File: config.mk
export PLATFORM = sky130hd
export DESIGN_NAME = sdc_log_cell
export DESIGN_NICKNAME = d
export VERILOG_FILES = /design/src/sdc_pkg.sv /design/src/sdc_log_cell.sv
export SDC_FILE = /design/constraint.sdc
export NUM_CORES = 2
export LEC_CHECK = 0
export ABC_AREA = 1
export BUFFER_PORTS_ARGS = -buffer_cell sky130_fd_sc_hd__buf_2
export CAP_MARGIN = 20
export CORE_MARGIN = 2
export CORE_UTILIZATION = 25
export CTS_BUF_LIST = sky130_fd_sc_hd__clkbuf_16
export DETAILED_ROUTE_END_ITERATION = 12
export GPL_ROUTABILITY_DRIVEN = 0
export GPL_TIMING_DRIVEN = 0
export PLACE_DENSITY = 0.42
export SLEW_MARGIN = 20
export SYNTH_ARGS = -nofsm -noshare
export SYNTH_HDL_FRONTEND = slang
export SYNTH_SLANG_ARGS = --single-unit
export TNS_END_PERCENT = 50
File: constraint.sdc
create_clock -name clk_i -period 0.8 [get_ports clk_i]
set_input_delay 0.16 -clock clk_i [delete_from_list [all_inputs] [get_ports clk_i]]
set_output_delay 0.16 -clock clk_i [all_outputs]
set_load 0.01 [all_outputs]
File: src/sdc_pkg.sv
// Shared types and constants of the SiPM desaturation and calibration block.
// Used by every module under src; depends on nothing.
`default_nettype none

package sdc_pkg;

  // Fixed-point format of the photoelectron input and the layer field
  localparam int FRAC_BITS  = 8;
  localparam int LAYER_BITS = 7;

  localparam int PE_W    = 24;
  localparam int N_W     = 16;
  localparam int SCALE_W = 16;
  localparam int CAL_W   = 24;
  localparam int CFG_W   = 24;
  localparam int IDX_W   = 3;
  localparam int OUT_W   = 32;

  // Operand of the log unit: D = N << FRAC_BITS
  localparam int AW      = N_W + FRAC_BITS;
  // Threshold compare width: covers 20*x and 19*D
  localparam int CMPW    = ((AW + 5) > 29) ? (AW + 5) : 29;
  // 20*x - 19*D is below 20*2^24
  localparam int DIFF_W  = 29;

  // log2 unit: Q1.31 mantissa, one fraction bit per squaring step
  localparam int M_W       = 32;
  localparam int LOG_STEPS = 28;
  localparam int TOP_W     = 5;
  localparam int LOG_W     = TOP_W + LOG_STEPS;

  // ln2 in Q0.32, split for two narrow products
  localparam logic [15:0] LN2_HI = 16'hB172;
  localparam logic [15:0] LN2_LO = 16'h17F8;

  // Energy widths
  localparam int ELOG_W = 37;
  localparam int LINW   = DIFF_W + 16 - FRAC_BITS;
  localparam int EW     = ((LINW > ELOG_W) ? LINW : ELOG_W) + 1;
  localparam int SPLIT  = 24;

  typedef enum logic [IDX_W-1:0] {
    REG_PIXEL_COUNT     = 3'd0,
    REG_MIP_SCALE_RECIP = 3'd1,
    REG_GROUP_EDGE_LOW  = 3'd2,
    REG_GROUP_EDGE_HIGH = 3'd3,
    REG_CALIB_GROUP_0   = 3'd4,
    REG_CALIB_GROUP_1   = 3'd5,
    REG_CALIB_GROUP_2   = 3'd6
  } sdc_reg_e;

  typedef struct packed {
    logic [PE_W-1:0]       pe_amount;
    logic [LAYER_BITS-1:0] layer_number;
  } sdc_in_t;

  typedef struct packed {
    logic [OUT_W-1:0] energy_out;
    logic             linear_region;
    logic             overflow_flag;
  } sdc_out_t;

  typedef struct packed {
    logic [N_W-1:0]        pixel_count;
    logic [SCALE_W-1:0]    mip_scale_recip;
    logic [LAYER_BITS-1:0] group_edge_low;
    logic [LAYER_BITS-1:0] group_edge_high;
    logic [CAL_W-1:0]      calib_group_zero;
    logic [CAL_W-1:0]      calib_group_one;
    logic [CAL_W-1:0]      calib_group_two;
  } sdc_cfg_t;

  // Side data that travels with a word down the cell chain
  typedef struct packed {
    logic                  lin;
    logic [DIFF_W-1:0]     diff;
    logic [LAYER_BITS-1:0] layer;
    logic [TOP_W-1:0]      top_a;
    logic [TOP_W-1:0]      top_b;
  } sdc_carry_t;

  // One lane of the log2 unit
  typedef struct packed {
    logic [M_W-1:0]       m;
    logic [LOG_STEPS-1:0] frac;
  } sdc_lane_t;

endpackage

`default_nettype wire

File: src/sdc_log_cell.sv
// One cell of the log2 chain: squares both mantissas and yields one fraction bit each.
// Depends on sdc_pkg.
`default_nettype none

module sdc_log_cell (
  input  wire logic                clk_i,
  input  wire logic                rst_ni,
  input  wire logic                en_i,
  input  wire logic                valid_i,
  input  wire sdc_pkg::sdc_carry_t carry_i,
  input  wire sdc_pkg::sdc_lane_t  lane_a_i,
  input  wire sdc_pkg::sdc_lane_t  lane_b_i,
  output logic                     valid_o,
  output sdc_pkg::sdc_carry_t      carry_o,
  output sdc_pkg::sdc_lane_t       lane_a_o,
  output sdc_pkg::sdc_lane_t       lane_b_o
);

  // m = m*m >> 31; renormalise and shift the fraction bit in
  function automatic sdc_pkg::sdc_lane_t sq_step(input sdc_pkg::sdc_lane_t l);
    logic [2*sdc_pkg::M_W-1:0] sq;
    logic [sdc_pkg::M_W:0]     t;
    sdc_pkg::sdc_lane_t        r;
    sq     = (2*sdc_pkg::M_W)'(l.m) * (2*sdc_pkg::M_W)'(l.m);
    t      = sq[2*sdc_pkg::M_W-1:sdc_pkg::M_W-1];
    r.m    = t[sdc_pkg::M_W] ? t[sdc_pkg::M_W:1] : t[sdc_pkg::M_W-1:0];
    r.frac = {l.frac[sdc_pkg::LOG_STEPS-2:0], t[sdc_pkg::M_W]};
    return r;
  endfunction

  always_ff @(posedge clk_i or negedge rst_ni) begin
    if (!rst_ni) begin
      valid_o <= 1'b0;
    end else if (en_i) begin
      valid_o <= valid_i;
    end
  end

  always_ff @(posedge clk_i) begin
    if (en_i) begin
      carry_o  <= carry_i;
      lane_a_o <= sq_step(lane_a_i);
      lane_b_o <= sq_step(lane_b_i);
    end
  end

endmodule

`default_nettype wire

* Word level (Yosys, flattened, before mapping)
Index checks and enable logic that the tools add are counted. W data, S select, Z words.
Storage, ports and cells: flip-flop bits (word level) 168, bits of input ports 171, output and inout bits 168
Cells by class: multipliers 2, multiplexer cells 2
Operators by type and width (number):
- $mul A32 B32 Y64 | 2
- $mux W31 | 2

* Depth between registers and ports, before layout
word-level depth 2, depth in mapped cells 36, depth with buffers taken out 33

* Worst setup path after synthesis
No wires, ideal clock.
kind input-to-reg, from input lane_a_i[42] (netlist bit), to register lane_a_o[59] (netlist bit), data pin, arrival 6.488 ns, required time 0.540 ns, setup slack -5.948 ns, stages 31, buffers on the path 3, cell sequence clkbuf_1 > buf_1 > nand2_1 > fa_1 > inv_1 > fa_1 > inv_1 > fa_1 > fa_1 > inv_1 > fa_1 > inv_1 > fa_1 > inv_1 > fa_1 > fa_1 > ha_1 > nand2_1 > nor2_1 > inv_1 > nor2_2 > inv_1 > nor2_1 > nand2_1 > nand2_2 > nand2_2 > nand2_2 > nand2_1 > nand2_2 > buf_6 > nand3_1
On the way: word-level cells in the longest chain between the ends 1
RTL lines:
- start, declared | line sdc_log_cell.sv:11 | input wire sdc_pkg::sdc_lane_t lane_a_i,
- $mul A32 B32 Y64 | line sdc_log_cell.sv:24 | sq = (2*sdc_pkg::M_W)'(l.m) * (2*sdc_pkg::M_W)'(l.m);
- end signal, assigned | line sdc_log_cell.sv:42 | lane_a_o <= sq_step(lane_a_i);
- end, declared | line sdc_log_cell.sv:15 | output sdc_pkg::sdc_lane_t lane_a_o,
Every way passes these cells. A chain may end at the register's enable or synchronous reset.

* Final worst setup path
from input lane_b_i[41] (netlist bit), to register lane_b_o[31] (netlist bit), data pin
On the way: word-level cells in the longest chain between the ends 2
RTL lines:
- start, declared | line sdc_log_cell.sv:12 | input wire sdc_pkg::sdc_lane_t lane_b_i,
- $mul A32 B32 Y64 | line sdc_log_cell.sv:24
- $mux W31 | line sdc_log_cell.sv:26 | r.m = t[sdc_pkg::M_W] ? t[sdc_pkg::M_W:1] : t[sdc_pkg::M_W-1:0];
- end signal, assigned | line sdc_log_cell.sv:43 | lane_b_o <= sq_step(lane_b_i);
- end, declared | line sdc_log_cell.sv:16 | output sdc_pkg::sdc_lane_t lane_b_o
Every way passes these cells.

==> results.txt <==
----------------------------------------------------
[Setup path]
  Crit path arrival time ... ~7000 ps
  Delay of the slowest critical-path stage ... roughly 610 ps
  Element type at the critical path start ... input pin
  Slowest library cell on the worst path ... sky130_fd_sc_hd__fa_2
  Required @ worst endpoint ... roughly 1000 ps
  Critical Setup Path Class ... in -> reg
  Dominant cell type by count on the critical path ... sky130_fd_sc_hd__fa_1
  CP endpoint kind ... flip-flop
  Largest fanout on the critical path ... 5

[Drt]
  Initial detailed-routing violation count ... approximately 3300
  DRT Wirelength ... roughly 260000 µm
  DRC violation count after routing ... 0
  Initial DRT Pass Iterations ... 8
  DR vias/cell ... 4.28
  Remaining antenna violation count ... 0
  Post-DR wirelength/cell ... 20.9 µm
  Total number of vias ... around 54000

[Placement]
  Cell area reported after detailed placement ... around 75000 µm²
  Port Buffers ... between 300 and 400
  Detailed placer's ending HPWL ... about 220000 µm

[Logic synthesis]
  Mean instance size in the synthesized netlist ... 8.21 µm²
  Post-synthesis register bit count ... around 170
  Portion of synthesized cell area occupied by the leading cell type ... a little under half
  Yosys warns ... 0
  Number of distinct library cell variants in the gate-level netlist after synthesis ... 39
  Post-synthesis instance total ... 8297
  Proportion of synthesized flip-flops having asynchronous set or reset ... less than 1%
  Net count of the mapped netlist ... between 10000 and 15000
  Cell with the most instances after synthesis ... sky130_fd_sc_hd__inv_1
  Post-synth top cells ... sky130_fd_sc_hd__inv_1, sky130_fd_sc_hd__nand2_1, sky130_fd_sc_hd__fa_1
  Netlist area before placement ... a little under 70000 µm²
  Largest area contributor in the netlist ... sky130_fd_sc_hd__fa_1
  Leading cell types by total area after synthesis ... sky130_fd_sc_hd__fa_1, sky130_fd_sc_hd__inv_1, sky130_fd_sc_hd__nand2_1, sky130_fd_sc_hd__ha_1, sky130_fd_sc_hd__edfxtp_1
  Count of flip-flops with a built-in enable after synthesis ... 167
  Post-synth top flop ... sky130_fd_sc_hd__edfxtp_1
  Proportion of synthesized chip area in sequential cells ... ~7.4%

[Min path]
  Classification of the worst-slack hold path ... in -> reg

[STA]
  Final Worst Setup Slack ... -5920 ps
  Final critical-path share of the clock period ... 841%
  Hold violation total from the final report ... 0
  Highest Clock Rate ... between 0.1 and 0.15 GHz
  Final setup viols ... roughly 310
  Post-route clock skew ... 0 ps
  Slew at the pin closest to its max-slew limit ... approximately 800 ps
  Worst-case headroom to the max-slew limit ... roughly 47%
  Final critical path time including I/O delays and setup ... 6720 ps
  Unrepaired setup endpoints after global routing ... yes
  Max Transition Viols Final ... 0

[Global routing]
  Total GRT Usage ... 19.5%
  Wire length of the first global-routing pass ... approximately 400000 µm
  Initial antenna violation count ... 7
  Largest net degree at the start of global routing ... 89
  Number of global-route vias before repair ... 61000
  Residual overflow from global routing ... 0

[Floorplan]
  Effective utilization at floorplan ... between 20 and 30%
  Count of standard-cell rows ... between 150 and 200
  Height of the die ... around 530 µm
  Die footprint ... around 280000 µm²
  Floorplan die width ... 526 µm
  Top-level I/O count ... about 340
  Placeable core region ... 271000 µm²

[Status]
  Violated checks ... setup timing
  Result of the run ... complete, but fails checks

[Clock network]
  Maximum level of the CTS H-tree ... 4
  Inserted Clock Buffers ... 17
  Clock slew at reported path FFs ... about 80 ps
  Root Buffer Master ... sky130_fd_sc_hd__clkbuf_16
  Latest clock arrival within the worst-skew pair ... approximately 460 ps
  TritonCTS clock tree ... built
  Maximum clock path buffer count ... 2
  Sinks on Clock Net ... around 170

[Cells and area]
  Net count reported at finish ... approximately 11000
  Final std cell area, no fill ... between 80000 and 90000 µm²
  Share of post-route cells with drive strength above 1 ... 18.1%
  Area grow syn2layout ... 27.5%

[Run]
  Total of max-cap violations ... 0

----------------------------------------------------
[cell families (layout without fill, tap and decap cells)]
kind of cell,count (synthesis),count (layout),share of synthesized area [%]
buffers and inverters,3033,3829,16.8
adders and majority gates,2180,2180,57.5
other,0,2,0
AOI/OAI and AO/OA,304,304,2.51
and+or+nand+nor,2509,2509,14.5
muxes,1,1,0.0165
DFF,168,168,7.40
xor gates and xnor gates,102,102,1.31
[placed cells by master (no fill, tap or decap), types with 10 or more instances in the layout]
cell / count
sky130_fd_sc_hd__buf_8: 32
sky130_fd_sc_hd__nor2_1: 177
sky130_fd_sc_hd__nor3_1: 21
sky130_fd_sc_hd__buf_6: 70
sky130_fd_sc_hd__inv_1: 2743
sky130_fd_sc_hd__nand2_4: 92
sky130_fd_sc_hd__a21oi_4: 17
sky130_fd_sc_hd__o21bai_1: 41
sky130_fd_sc_hd__nand2_2: 216
sky130_fd_sc_hd__ha_1: 522
sky130_fd_sc_hd__buf_16: 20
sky130_fd_sc_hd__inv_2: 73
sky130_fd_sc_hd__a21o_1: 10
sky130_fd_sc_hd__dlygate4sd3_1: 104
sky130_fd_sc_hd__fa_2: 111
sky130_fd_sc_hd__nor2_4: 25
sky130_fd_sc_hd__or2_2: 13
sky130_fd_sc_hd__xnor2_1: 30
sky130_fd_sc_hd__clkbuf_16: 140
sky130_fd_sc_hd__o21ai_1: 14
sky130_fd_sc_hd__clkbuf_4: 10
sky130_fd_sc_hd__ha_4: 71
sky130_fd_sc_hd__buf_2: 253
sky130_fd_sc_hd__nand4_1: 32
sky130_fd_sc_hd__nor2_2: 29
sky130_fd_sc_hd__fa_1: 1471
sky130_fd_sc_hd__nand3_1: 109
sky130_fd_sc_hd__o21ai_0: 48
sky130_fd_sc_hd__edfxtp_1: 167
sky130_fd_sc_hd__a21oi_1: 122
sky130_fd_sc_hd__nand2_1: 1760
sky130_fd_sc_hd__buf_4: 245
sky130_fd_sc_hd__xor2_1: 61
sky130_fd_sc_hd__buf_12: 76
sky130_fd_sc_hd__a21oi_2: 24
sky130_fd_sc_hd__a31o_2: 10
sky130_fd_sc_hd__clkbuf_8: 36
[state kept, by name, indices dropped and copies added, names as in the netlist]
| register | count |
|---|---|
| carry_o | 47 |
| valid_o | 1 |
| lane_b_o | 60 |
| lane_a_o | 60 |
[worst paths after layout]
path,startpoint,to,slack [ps],cells after the start
max in group asynchronous,rst_ni,valid_o$_DFFE_PN0P_,190,3
worst max-delay path,lane_b_i[41],lane_b_o[31]$_DFFE_PP_,-5920,33
worst min-delay path,en_i,lane_a_o[39]$_DFFE_PP_,120,1
worst max register to register,valid_o$_DFFE_PN0P_,valid_o$_DFFE_PN0P_,20,1
worst min register to register,valid_o$_DFFE_PN0P_,valid_o$_DFFE_PN0P_,560,1
min in group asynchronous,rst_ni,valid_o$_DFFE_PN0P_,510,3
[critical path: cells and delay by family]
kind | cells | cell delay [ps]
adder cells (fa/ha/maj) | 9 | 4410
AND/OR/NAND/NOR | 11 | 1210
buffers and inverters | 13 | 1110
[per-layer routing]
layer / up-vias / routed length (µm) / global-route usage, % / part of all wire [%]
met1: 27600 / 115000 / 26.2 / 44
met4: 4 / 9780 / 5.91 / 3.7
met3: 300 / 13400 / 2.13 / 5.1
met2: 1462 / 126000 / 33.0 / 48
li1: 24900 / - / - / -
met5: - / 24 / 0 / 0.0091
[repair_timing]
item | CTS | global route
endpoints found under the setup margin | 315 | 315
setup buffers | 258 | 53
endpoints found under the hold margin | 103 | 0
pin swaps | 351 | 182
cloned | 17 | 1
resized for setup | 1311 | 294
hold buffers | 104 | 0
[area by class of cell]
type / instances / area (µm²)
fillers: 28800 / 184000
multi-input cells: 5096 / 54900
inverters: 2817 / 10600
repair buffers: 764 / 6940
flip-flops and latches: 168 / 5040
well taps: 3570 / 4470
plain buffers: 216 / 4360
clock buffers: 17 / 425
clock inverters: 15 / 153
diodes: 2 / 5.00
[per-stage QoR]
stage                     hold slack (ps)  cells  TNS, ps  util (%)  worst slack, ps
final                                 119  12700  -456070      32.1            -5920
after CTS                            99.8  12600  -453840      31.5            -5780
after global placement              -65.4  12200  -972900      27.7            -7770
after detailed placement            -64.1  12200  -597000      27.7            -7800
after global routing                  122  12700  -479540      32.1            -6060
after floorplan                      -136   8297  -364450         -            -5550
Power is left out: the tool's default activity adds up to more than one toggle a clock period on the data nets, which glitch-free logic cannot reach.
