File: src/sdc_pkg.sv
// Shared types and constants of the SiPM desaturation and calibration block.
// Used by every module under src; depends on nothing.
`default_nettype none

package sdc_pkg;

  // Fixed-point format of the photoelectron input and the layer field
  localparam int FRAC_BITS  = 8;
  localparam int LAYER_BITS = 7;

  localparam int PE_W    = 24;
  localparam int N_W     = 16;
  localparam int SCALE_W = 16;
  localparam int CAL_W   = 24;
  localparam int CFG_W   = 24;
  localparam int IDX_W   = 3;
  localparam int OUT_W   = 32;

  // Operand of the log unit: D = N << FRAC_BITS
  localparam int AW      = N_W + FRAC_BITS;
  // Threshold compare width: covers 20*x and 19*D
  localparam int CMPW    = ((AW + 5) > 29) ? (AW + 5) : 29;
  // 20*x - 19*D is below 20*2^24
  localparam int DIFF_W  = 29;

  // log2 unit: Q1.31 mantissa, one fraction bit per squaring step
  localparam int M_W       = 32;
  localparam int LOG_STEPS = 28;
  localparam int TOP_W     = 5;
  localparam int LOG_W     = TOP_W + LOG_STEPS;

  // ln2 in Q0.32, split for two narrow products
  localparam logic [15:0] LN2_HI = 16'hB172;
  localparam logic [15:0] LN2_LO = 16'h17F8;

  // Energy widths
  localparam int ELOG_W = 37;
  localparam int LINW   = DIFF_W + 16 - FRAC_BITS;
  localparam int EW     = ((LINW > ELOG_W) ? LINW : ELOG_W) + 1;
  localparam int SPLIT  = 24;

  typedef enum logic [IDX_W-1:0] {
    REG_PIXEL_COUNT     = 3'd0,
    REG_MIP_SCALE_RECIP = 3'd1,
    REG_GROUP_EDGE_LOW  = 3'd2,
    REG_GROUP_EDGE_HIGH = 3'd3,
    REG_CALIB_GROUP_0   = 3'd4,
    REG_CALIB_GROUP_1   = 3'd5,
    REG_CALIB_GROUP_2   = 3'd6
  } sdc_reg_e;

  typedef struct packed {
    logic [PE_W-1:0]       pe_amount;
    logic [LAYER_BITS-1:0] layer_number;
  } sdc_in_t;

  typedef struct packed {
    logic [OUT_W-1:0] energy_out;
    logic             linear_region;
    logic             overflow_flag;
  } sdc_out_t;

  typedef struct packed {
    logic [N_W-1:0]        pixel_count;
    logic [SCALE_W-1:0]    mip_scale_recip;
    logic [LAYER_BITS-1:0] group_edge_low;
    logic [LAYER_BITS-1:0] group_edge_high;
    logic [CAL_W-1:0]      calib_group_zero;
    logic [CAL_W-1:0]      calib_group_one;
    logic [CAL_W-1:0]      calib_group_two;
  } sdc_cfg_t;

  // Side data that travels with a word down the cell chain
  typedef struct packed {
    logic                  lin;
    logic [DIFF_W-1:0]     diff;
    logic [LAYER_BITS-1:0] layer;
    logic [TOP_W-1:0]      top_a;
    logic [TOP_W-1:0]      top_b;
  } sdc_carry_t;

  // One lane of the log2 unit
  typedef struct packed {
    logic [M_W-1:0]       m;
    logic [LOG_STEPS-1:0] frac;
  } sdc_lane_t;

endpackage

`default_nettype wire

File: src/sdc_front.sv
// Front end: branch decision, log operand choice and normalisation.
// Depends on sdc_pkg.
`default_nettype none

module sdc_front (
  input  wire logic               clk_i,
  input  wire logic               rst_ni,
  input  wire logic               en_i,
  input  wire logic               valid_i,
  input  wire sdc_pkg::sdc_in_t   data_i,
  input  wire logic [sdc_pkg::N_W-1:0] pixel_count_i,
  output logic                    valid_o,
  output sdc_pkg::sdc_carry_t     carry_o,
  output sdc_pkg::sdc_lane_t      lane_a_o,
  output sdc_pkg::sdc_lane_t      lane_b_o
);

  localparam int AW   = sdc_pkg::AW;
  localparam int CMPW = sdc_pkg::CMPW;

  // Index of the top set bit; zero gives zero
  function automatic logic [sdc_pkg::TOP_W-1:0] top_bit(input logic [AW-1:0] v);
    logic [sdc_pkg::TOP_W-1:0] t;
    t = '0;
    for (int i = 0; i < AW; i++) begin
      if (v[i]) t = sdc_pkg::TOP_W'(i);
    end
    return t;
  endfunction

  logic [AW-1:0]   d_val;
  logic [CMPW-1:0] x_ext, d_ext, x20, d19, diff_w, bsub;
  logic            lin;

  // Compare 20*x against 19*D and pick the two log operands
  always_comb begin
    d_val  = {pixel_count_i, {sdc_pkg::FRAC_BITS{1'b0}}};
    x_ext  = CMPW'(data_i.pe_amount);
    d_ext  = CMPW'(d_val);
    x20    = (x_ext << 4) + (x_ext << 2);
    d19    = (d_ext << 4) + (d_ext << 1) + d_ext;
    lin    = (x20 >= d19);
    diff_w = x20 - d19;
    bsub   = d_ext - x_ext;
  end

  logic                               s1_valid_q;
  logic                               s1_lin_q;
  logic [sdc_pkg::DIFF_W-1:0]         s1_diff_q;
  logic [sdc_pkg::LAYER_BITS-1:0]     s1_layer_q;
  logic [AW-1:0]                      s1_a_q, s1_b_q;

  always_ff @(posedge clk_i or negedge rst_ni) begin
    if (!rst_ni) begin
      s1_valid_q <= 1'b0;
    end else if (en_i) begin
      s1_valid_q <= valid_i;
    end
  end

  always_ff @(posedge clk_i) begin
    if (en_i) begin
      s1_lin_q   <= lin;
      s1_diff_q  <= diff_w[sdc_pkg::DIFF_W-1:0];
      s1_layer_q <= data_i.layer_number;
      s1_a_q     <= lin ? AW'(20) : d_val;
      s1_b_q     <= lin ? AW'(1)  : bsub[AW-1:0];
    end
  end

  // Normalise both operands to Q1.31
  logic [sdc_pkg::TOP_W-1:0] top_a, top_b;
  logic [sdc_pkg::M_W-1:0]   m_a, m_b;

  always_comb begin
    top_a = top_bit(s1_a_q);
    top_b = top_bit(s1_b_q);
    m_a   = sdc_pkg::M_W'(s1_a_q) << (sdc_pkg::TOP_W'(31) - top_a);
    m_b   = sdc_pkg::M_W'(s1_b_q) << (sdc_pkg::TOP_W'(31) - top_b);
  end

  always_ff @(posedge clk_i or negedge rst_ni) begin
    if (!rst_ni) begin
      valid_o <= 1'b0;
    end else if (en_i) begin
      valid_o <= s1_valid_q;
    end
  end

  always_ff @(posedge clk_i) begin
    if (en_i) begin
      carry_o.lin   <= s1_lin_q;
      carry_o.diff  <= s1_diff_q;
      carry_o.layer <= s1_layer_q;
      carry_o.top_a <= top_a;
      carry_o.top_b <= top_b;
      lane_a_o.m    <= m_a;
      lane_a_o.frac <= '0;
      lane_b_o.m    <= m_b;
      lane_b_o.frac <= '0;
    end
  end

endmodule

`default_nettype wire

File: config.mk
export PLATFORM = sky130hd
export DESIGN_NAME = sdc_front
export DESIGN_NICKNAME = d
export VERILOG_FILES = /design/src/sdc_pkg.sv /design/src/sdc_front.sv
export SDC_FILE = /design/constraint.sdc
export NUM_CORES = 1
export LEC_CHECK = 0
export ABC_AREA = 0
export BUFFER_PORTS_ARGS = -buffer_cell sky130_fd_sc_hd__buf_2
export CAP_MARGIN = 20
export CELL_PAD_IN_SITES_DETAIL_PLACEMENT = 0
export CELL_PAD_IN_SITES_GLOBAL_PLACEMENT = 1
export CORE_MARGIN = 8
export CORE_UTILIZATION = 45
export CTS_CLUSTER_DIAMETER = 200
export DETAILED_ROUTE_END_ITERATION = 8
export MAX_ROUTING_LAYER = met4
export PLACE_DENSITY_LB_ADDON = 0.1
export SLEW_MARGIN = 5
export SYNTH_ARGS = -nofsm -noshare
export SYNTH_HDL_FRONTEND = slang
export SYNTH_SLANG_ARGS = --single-unit
File: constraint.sdc
create_clock -name clk_i -period 3.5 [get_ports clk_i]
set_clock_uncertainty 0.05 [all_clocks]
set_input_delay 0.175 -clock clk_i [delete_from_list [all_inputs] [get_ports clk_i]]
set_output_delay 0.175 -clock clk_i [all_outputs]
set_load 0.02 [all_outputs]
# Word-level counts from Yosys, hierarchy flattened
# Index checks and enable logic that the tools add are counted.
dict set report classes {
  n_lt_le_gt_ge 1
  n_div 0
  mul 0
  n_eq_ne 0
  muxes 47
  add_sub_neg 7
  bitwise_logic 0
  n_shift 2
  reduce_logical 0
}
# cell n
set ops {}
lappend ops {{5-bit 2-to-1 mux} 45}
lappend ops {{24-bit by 5-bit left shift with 32-bit output} 2}
lappend ops {{28-bit by 25-bit adder with 29-bit output} 1}
lappend ops {{28-bit by 26-bit adder with 29-bit output} 1}
lappend ops {{29-bit by 24-bit adder with 29-bit output} 1}
lappend ops {{29-bit greater-or-equal comparator} 1}
lappend ops {{29-bit subtractor} 1}
lappend ops {{24-bit subtractor} 1}
lappend ops {{5-bit subtractor (first input constant)} 2}
lappend ops {{1-bit 2-to-1 mux} 2}
dict set report totals {
  memories 0
  elab_cells 72
  out_inout_bits 168
  mem_bits_rw 0
  romBits 0
  reg_bits 198
  latch_bits 0
}

# Depth between registers and ports, before layout
dict set report logic_depth {
  depth_word 25
  mapped_depth 22
  mapped_depth_nobuf 21
}

# Worst setup path after synthesis
# OpenSTA, ideal clock, no wires.
dict set report synth_timing {
  kind {in2reg}
  start {input pixel_count_i[0] (netlist name)}
  end {register s1_b_q[20] (data pin)}
  stages 19
  path_slack_ns -0.801
  t_arrival_ns 3.997
  required_ns 3.196
  path_cell_list {fa_1 -> ha_1 -> a21oi_1 -> o21ai_0 -> o41ai_1 -> o21bai_1 -> o21ai_0 -> nand2b_1 -> xnor2_1 -> ha_1 -> nand2_1 -> nor4_1 -> o31ai_1 -> a21oi_1 -> nand3_1 -> and2_2 -> inv_2 -> buf_4 -> nor2_1}
}
dict set report synth_via {
  elab_chain_len 3
}
# item line
set synth_lines {}
lappend synth_lines {{start, declared} sdc_front.sv:11} ;# input wire logic [sdc_pkg::N_W-1:0] pixel_count_i,
lappend synth_lines {{28-bit by 25-bit adder with 29-bit output} sdc_front.sv:41} ;# d19 = (d_ext << 4) + (d_ext << 1) + d_ext;
lappend synth_lines {{29-bit by 24-bit adder with 29-bit output (*)} sdc_front.sv:41}
lappend synth_lines {{29-bit greater-or-equal comparator (*)} sdc_front.sv:42} ;# lin = (x20 >= d19);
lappend synth_lines {{named net lin} sdc_front.sv:33} ;# logic lin;
lappend synth_lines {{end signal, assigned} sdc_front.sv:67} ;# s1_b_q <= lin ? AW'(1) : bsub[AW-1:0];
lappend synth_lines {{end, declared} sdc_front.sv:51} ;# logic [AW-1:0] s1_a_q, s1_b_q;
# Mark *: on every way through the listed nets, which the timed path passes. The rest lies on a longest branch.
# A chain may end at the register's enable or synchronous reset.

# Final worst setup path
dict set report layout_timing {
  start {input data_i[9] (netlist name)}
  end {register s1_b_q[5] (data pin)}
}
dict set report layout_via {
  elab_chain_len 2
}
# item line
set layout_lines {}
lappend layout_lines {{start, declared} sdc_front.sv:10} ;# input wire sdc_pkg::sdc_in_t data_i,
lappend layout_lines {{28-bit by 26-bit adder with 29-bit output} sdc_front.sv:40} ;# x20 = (x_ext << 4) + (x_ext << 2);
lappend layout_lines {{29-bit greater-or-equal comparator} sdc_front.sv:42}
# Parallel ways exist; a longest one is shown, timed or not.

==> results.py <==
metrics = {
    "global_routing": {
        "overflow": 0,
        "grt_max_degree": 94,
        "number_of_antenna_violations_at_the_first_check_in_global_routing": 0,
        "groute.usage.overall_pct": 18.65,
        "first_global_vias": 9643,
        "first_pass_grt_wire_length_um": 48360,
    },
    "min_path": {
        "worstHoldPathType": "primary input to flop",
    },
    "detailed_routing": {
        "ant_nets": 0,
        "route.final.wire_length_um": 29610,
        "via_count": 9286,
        "via_per_inst": 5.074,
        "detailed_route_wire_length_per_cell_um": 16.18,
        "drt-pass1-iter-count": 5,
        "drt_iter0_markers": 555,
        "post-route-drc-count": 0,
    },
    "sta": {
        "tightestPinTransition_ns": 0.9325,
        "timing.final.crit_share_pct": 109.2,
        "finalSetupViolCount": 45,
        "grt_setup_unrepaired": "yes",
        "timing.fmax_mhz": 261.6,
        "finalWorstPathRequiredPeriod_ns": 3.823,
        "whs_ns": 0.04529,
        "layout_setup_ws_ns": -0.3234,
        "report.final.slew_viol_count": 0,
        "hold_violations": 0,
        "max-slew-margin-rel_pct": 37.18,
    },
    "critical_path": {
        "worstReg2RegStart": "s1_b_q[1]",
        "timing.critical_path.buf_inv": 2,
        "critical_path.reg2reg.endpoint": "lane_b_o[54]",
        "setup.worst_path.end": "s1_b_q[5]",
        "critical_path_cell_with_the_highest_stage_delay": "sky130_fd_sc_hd__fa_2",
        "timing.critical_path.arrival_ns": 3.97,
        "critical-path-max-stage-delay_ns": 0.36,
        "setup.worst_path.class": "primary input to flop",
        "startpoint": "data_i[9]",
        "crit_family": "compound AO/OA/AOI/OAI gates",
        "start_kind": "primary input",
        "timing.reg2reg.setup_slack_ns": 0.35,
        "worst_r2r_path_depth": 10,
        "required_ns": 3.64,
        "setup.worst_path.end_class": "flop",
        "crit_cells": 21,
        "cp_max_fo": 7,
        "cp_cell_sequence": "buf_8 -> ha_4 -> fa_2 -> a21o_1 -> a21oi_2 -> o21a_1 -> nor3_2 -> a221o_1 -> o21a_1 -> buf_4 -> o21a_1 -> nor2_1 -> xnor2_1 -> ha_1 -> nand2_2 -> nor4_4 -> o31ai_2 -> a21oi_2 -> nand3_2 -> and2_4 -> and3_4",
        "crit_path_frequent_cell": "sky130_fd_sc_hd__o21a_1",
    },
    "clock_network": {
        "clk_pin_slew_worst_paths_ns": 0.07,
        "clock_latency_ns": 0.44,
        "ctsRootBufferMaster": "sky130_fd_sc_hd__clkbuf_16",
        "number_of_h_tree_branching_levels": 4,
        "number_of_clock_buffers_inserted_by_tritoncts": 17,
        "tritoncts": "built",
        "cts_buffer_depth": 2,
        "cts_num_sinks": 184,
    },
    "yosys": {
        "synth.yosys.warnings": 0,
        "synth.area.mux_share_pct": 5.375,
        "synth.lib_cells_used.distinct": 79,
        "yosys.area_share.simple_pct": 12.73,
        "ys_async_sr_fraction_pct": 1.087,
        "synth_top_family_by_area": "compound AO/OA/AOI/OAI gates",
        "post_synth_inst_count": 1124,
        "yosysSeqAreaShare_pct": 45.74,
        "synthesized_area_divided_by_synthesized_cell_count_um2": 10.73,
        "yosys_register_bits": 184,
        "synthXorXnorAreaFrac_pct": 5.157,
        "synth-adder-area-share_pct": 10.63,
        "synthesis.area_um2": 12060,
        "synth_compound_gate_area_share_pct": 13.68,
        "ys.flop_type": "sky130_fd_sc_hd__edfxtp_1",
        "synth_edf_count": 182,
    },
    "placement": {
        "placement.io_buffers": 158,
        "detailedPlacementHpwl_um": 22600,
        "place_congestion": 0.8896,
        "placed_cell_area_um2": 14290,
        "place_inst": 1770,
    },
    "die": {
        "die_width_um": 179.7,
        "starting_utilization_of_the_core_area_pct": 45.24,
        "design.die.area_um2": 32290,
        "num_rows": 60,
        "design.portCount": 219,
        "die_h_um": 179.7,
        "core_region_area_um2": 26650,
    },
    "final_layout": {
        "design.final.nets": 1622,
        "area_growth_syn_to_layout_pct": 28.39,
        "postLayoutCellArea_um2": 15480,
        "antenna-diode-count": 0,
        "most-common-layout-cells": "182 x sky130_fd_sc_hd__edfxtp_1, 169 x sky130_fd_sc_hd__buf_4, 150 x sky130_fd_sc_hd__buf_2, 112 x sky130_fd_sc_hd__nor2_1, 76 x sky130_fd_sc_hd__conb_1",
        "post-route-util_pct": 58.09,
        "layout.cells.most_common": "sky130_fd_sc_hd__edfxtp_1",
        "final_cells": 1830,
        "drive_above_1_share_pct": 30.83,
    },
    "job": {
        "max_cap_viol_count": 0,
    },
    "power": {
        "p_total_mw": 10.07,
        "power.static_leakage_nw": 6.806,
        "power_per_cell_area_nw_per_um2": 650.3,
        "vdd_drop_max_v": 0.0003974,
    },
    "outcome": {
        "violations": "negative setup slack",
        "status": "finished with violations",
    },
}
cell families (layout without fill, tap and decap cells):
group	count (synthesis)	in the layout
AND/OR/NAND/NOR	316	316
other	1	76
adder cells (fa/ha/maj)	94	94
buffers and inverters	145	435
XOR/XNOR	71	71
flip-flops	184	184
AO/OA/AOI/OAI	249	249
multiplexers	64	64
flip-flops by register name (all words and copies together), names as in the netlist:
signal,flops
lane_b_o,32
carry_o,45
s1_diff_q,27
s1_layer_q,7
s1_a_q,17
lane_a_o,30
s1_b_q,24
s1_valid_q,1
valid_o,1
area by class of cell:
class                           count  area (um2)
Fill cell                        2349       11170
Multi-Input combinational cell    870        6430
Sequential cell                   184        5515
Timing Repair Buffer              341        2263
Tap cell                          341       426.7
Clock buffer                       17       425.4
Inverter                           60       232.7
Clock inverter                     14       161.4
Timing Repair inverter              3       26.28
worst min-delay path by stage:
stage / start / to / slack [ns] / cells after the start
3_3_place_gp: rst_ni / valid_o / -0.09 / 1
3_5_place_dp: rst_ni / valid_o / -0.09 / 1
4_1_cts: data_i[8] / s1_diff_q[3] / 0.05 / 2
2_1_floorplan: rst_ni / s1_valid_q / -0.17 / 0
5_1_grt: data_i[8] / s1_diff_q[3] / 0.04 / 2
6_report: data_i[8] / s1_diff_q[3] / 0.05 / 2
power breakdown:
group | leakage, nW | internal [mW] | switching [mW] | total (mW)
registers | 1.80 | 3.16 | 0.246 | 3.40
clock network | 0.281 | 1.01 | 0.927 | 1.94
logic | 4.73 | 2.13 | 2.60 | 4.73
through the flow:
step | TNS (ns) | setup slack, ns
detailed placement | -44.78 | -1.032
global route | -21.16 | -0.5350
global placement | -42.71 | -0.9502
floorplan | -18.40 | -0.5480
finish | -11.16 | -0.3234
CTS | -10.20 | -0.2533
Yosys cell counts, drive strengths merged (6+ instances only):
cell type | count | area share, %
a21o | 8 | 0.50
nand2 | 59 | 1.9
clkbuf | 12 | 0.37
fa | 14 | 2.3
o21bai | 12 | 0.75
nor4 | 11 | 0.67
or3 | 6 | 0.31
o21a | 11 | 0.68
ha | 80 | 8.3
o21ai | 51 | 2.1
nor2b | 6 | 0.31
inv | 60 | 1.9
buf | 73 | 4.4
nand2b | 21 | 1.1
xor2 | 32 | 2.3
a21oi | 68 | 2.9
edfxtp | 182 | 45
xnor2 | 39 | 2.8
nor3 | 30 | 1.3
a211oi | 15 | 0.93
and3 | 23 | 1.2
a31oi | 7 | 0.36
a21boi | 6 | 0.47
o211ai | 7 | 0.44
o22ai | 12 | 0.62
a221oi | 6 | 0.49
o31ai | 12 | 0.79
nor2 | 119 | 3.8
nand3 | 16 | 0.66
mux2i | 61 | 5.1
per-layer routing:
metal	up-vias	share of wire, %	global-route usage, %
li1	4723	-	-
met1	4349	47	23.14
met2	182	48	30.94
met3	32	3.3	3.347
met4	0	1.7	5.368
met5	-	0	-
what timing repair did:
item                       CTS  global route
cloned                       2             1
pin swaps                   35            31
setup endpoints to repair   47            52
hold endpoints to repair    12             0
setup buffers               10             5
hold buffers                12             0
resized for setup           44            40
(Power assumes the default switching activity.)
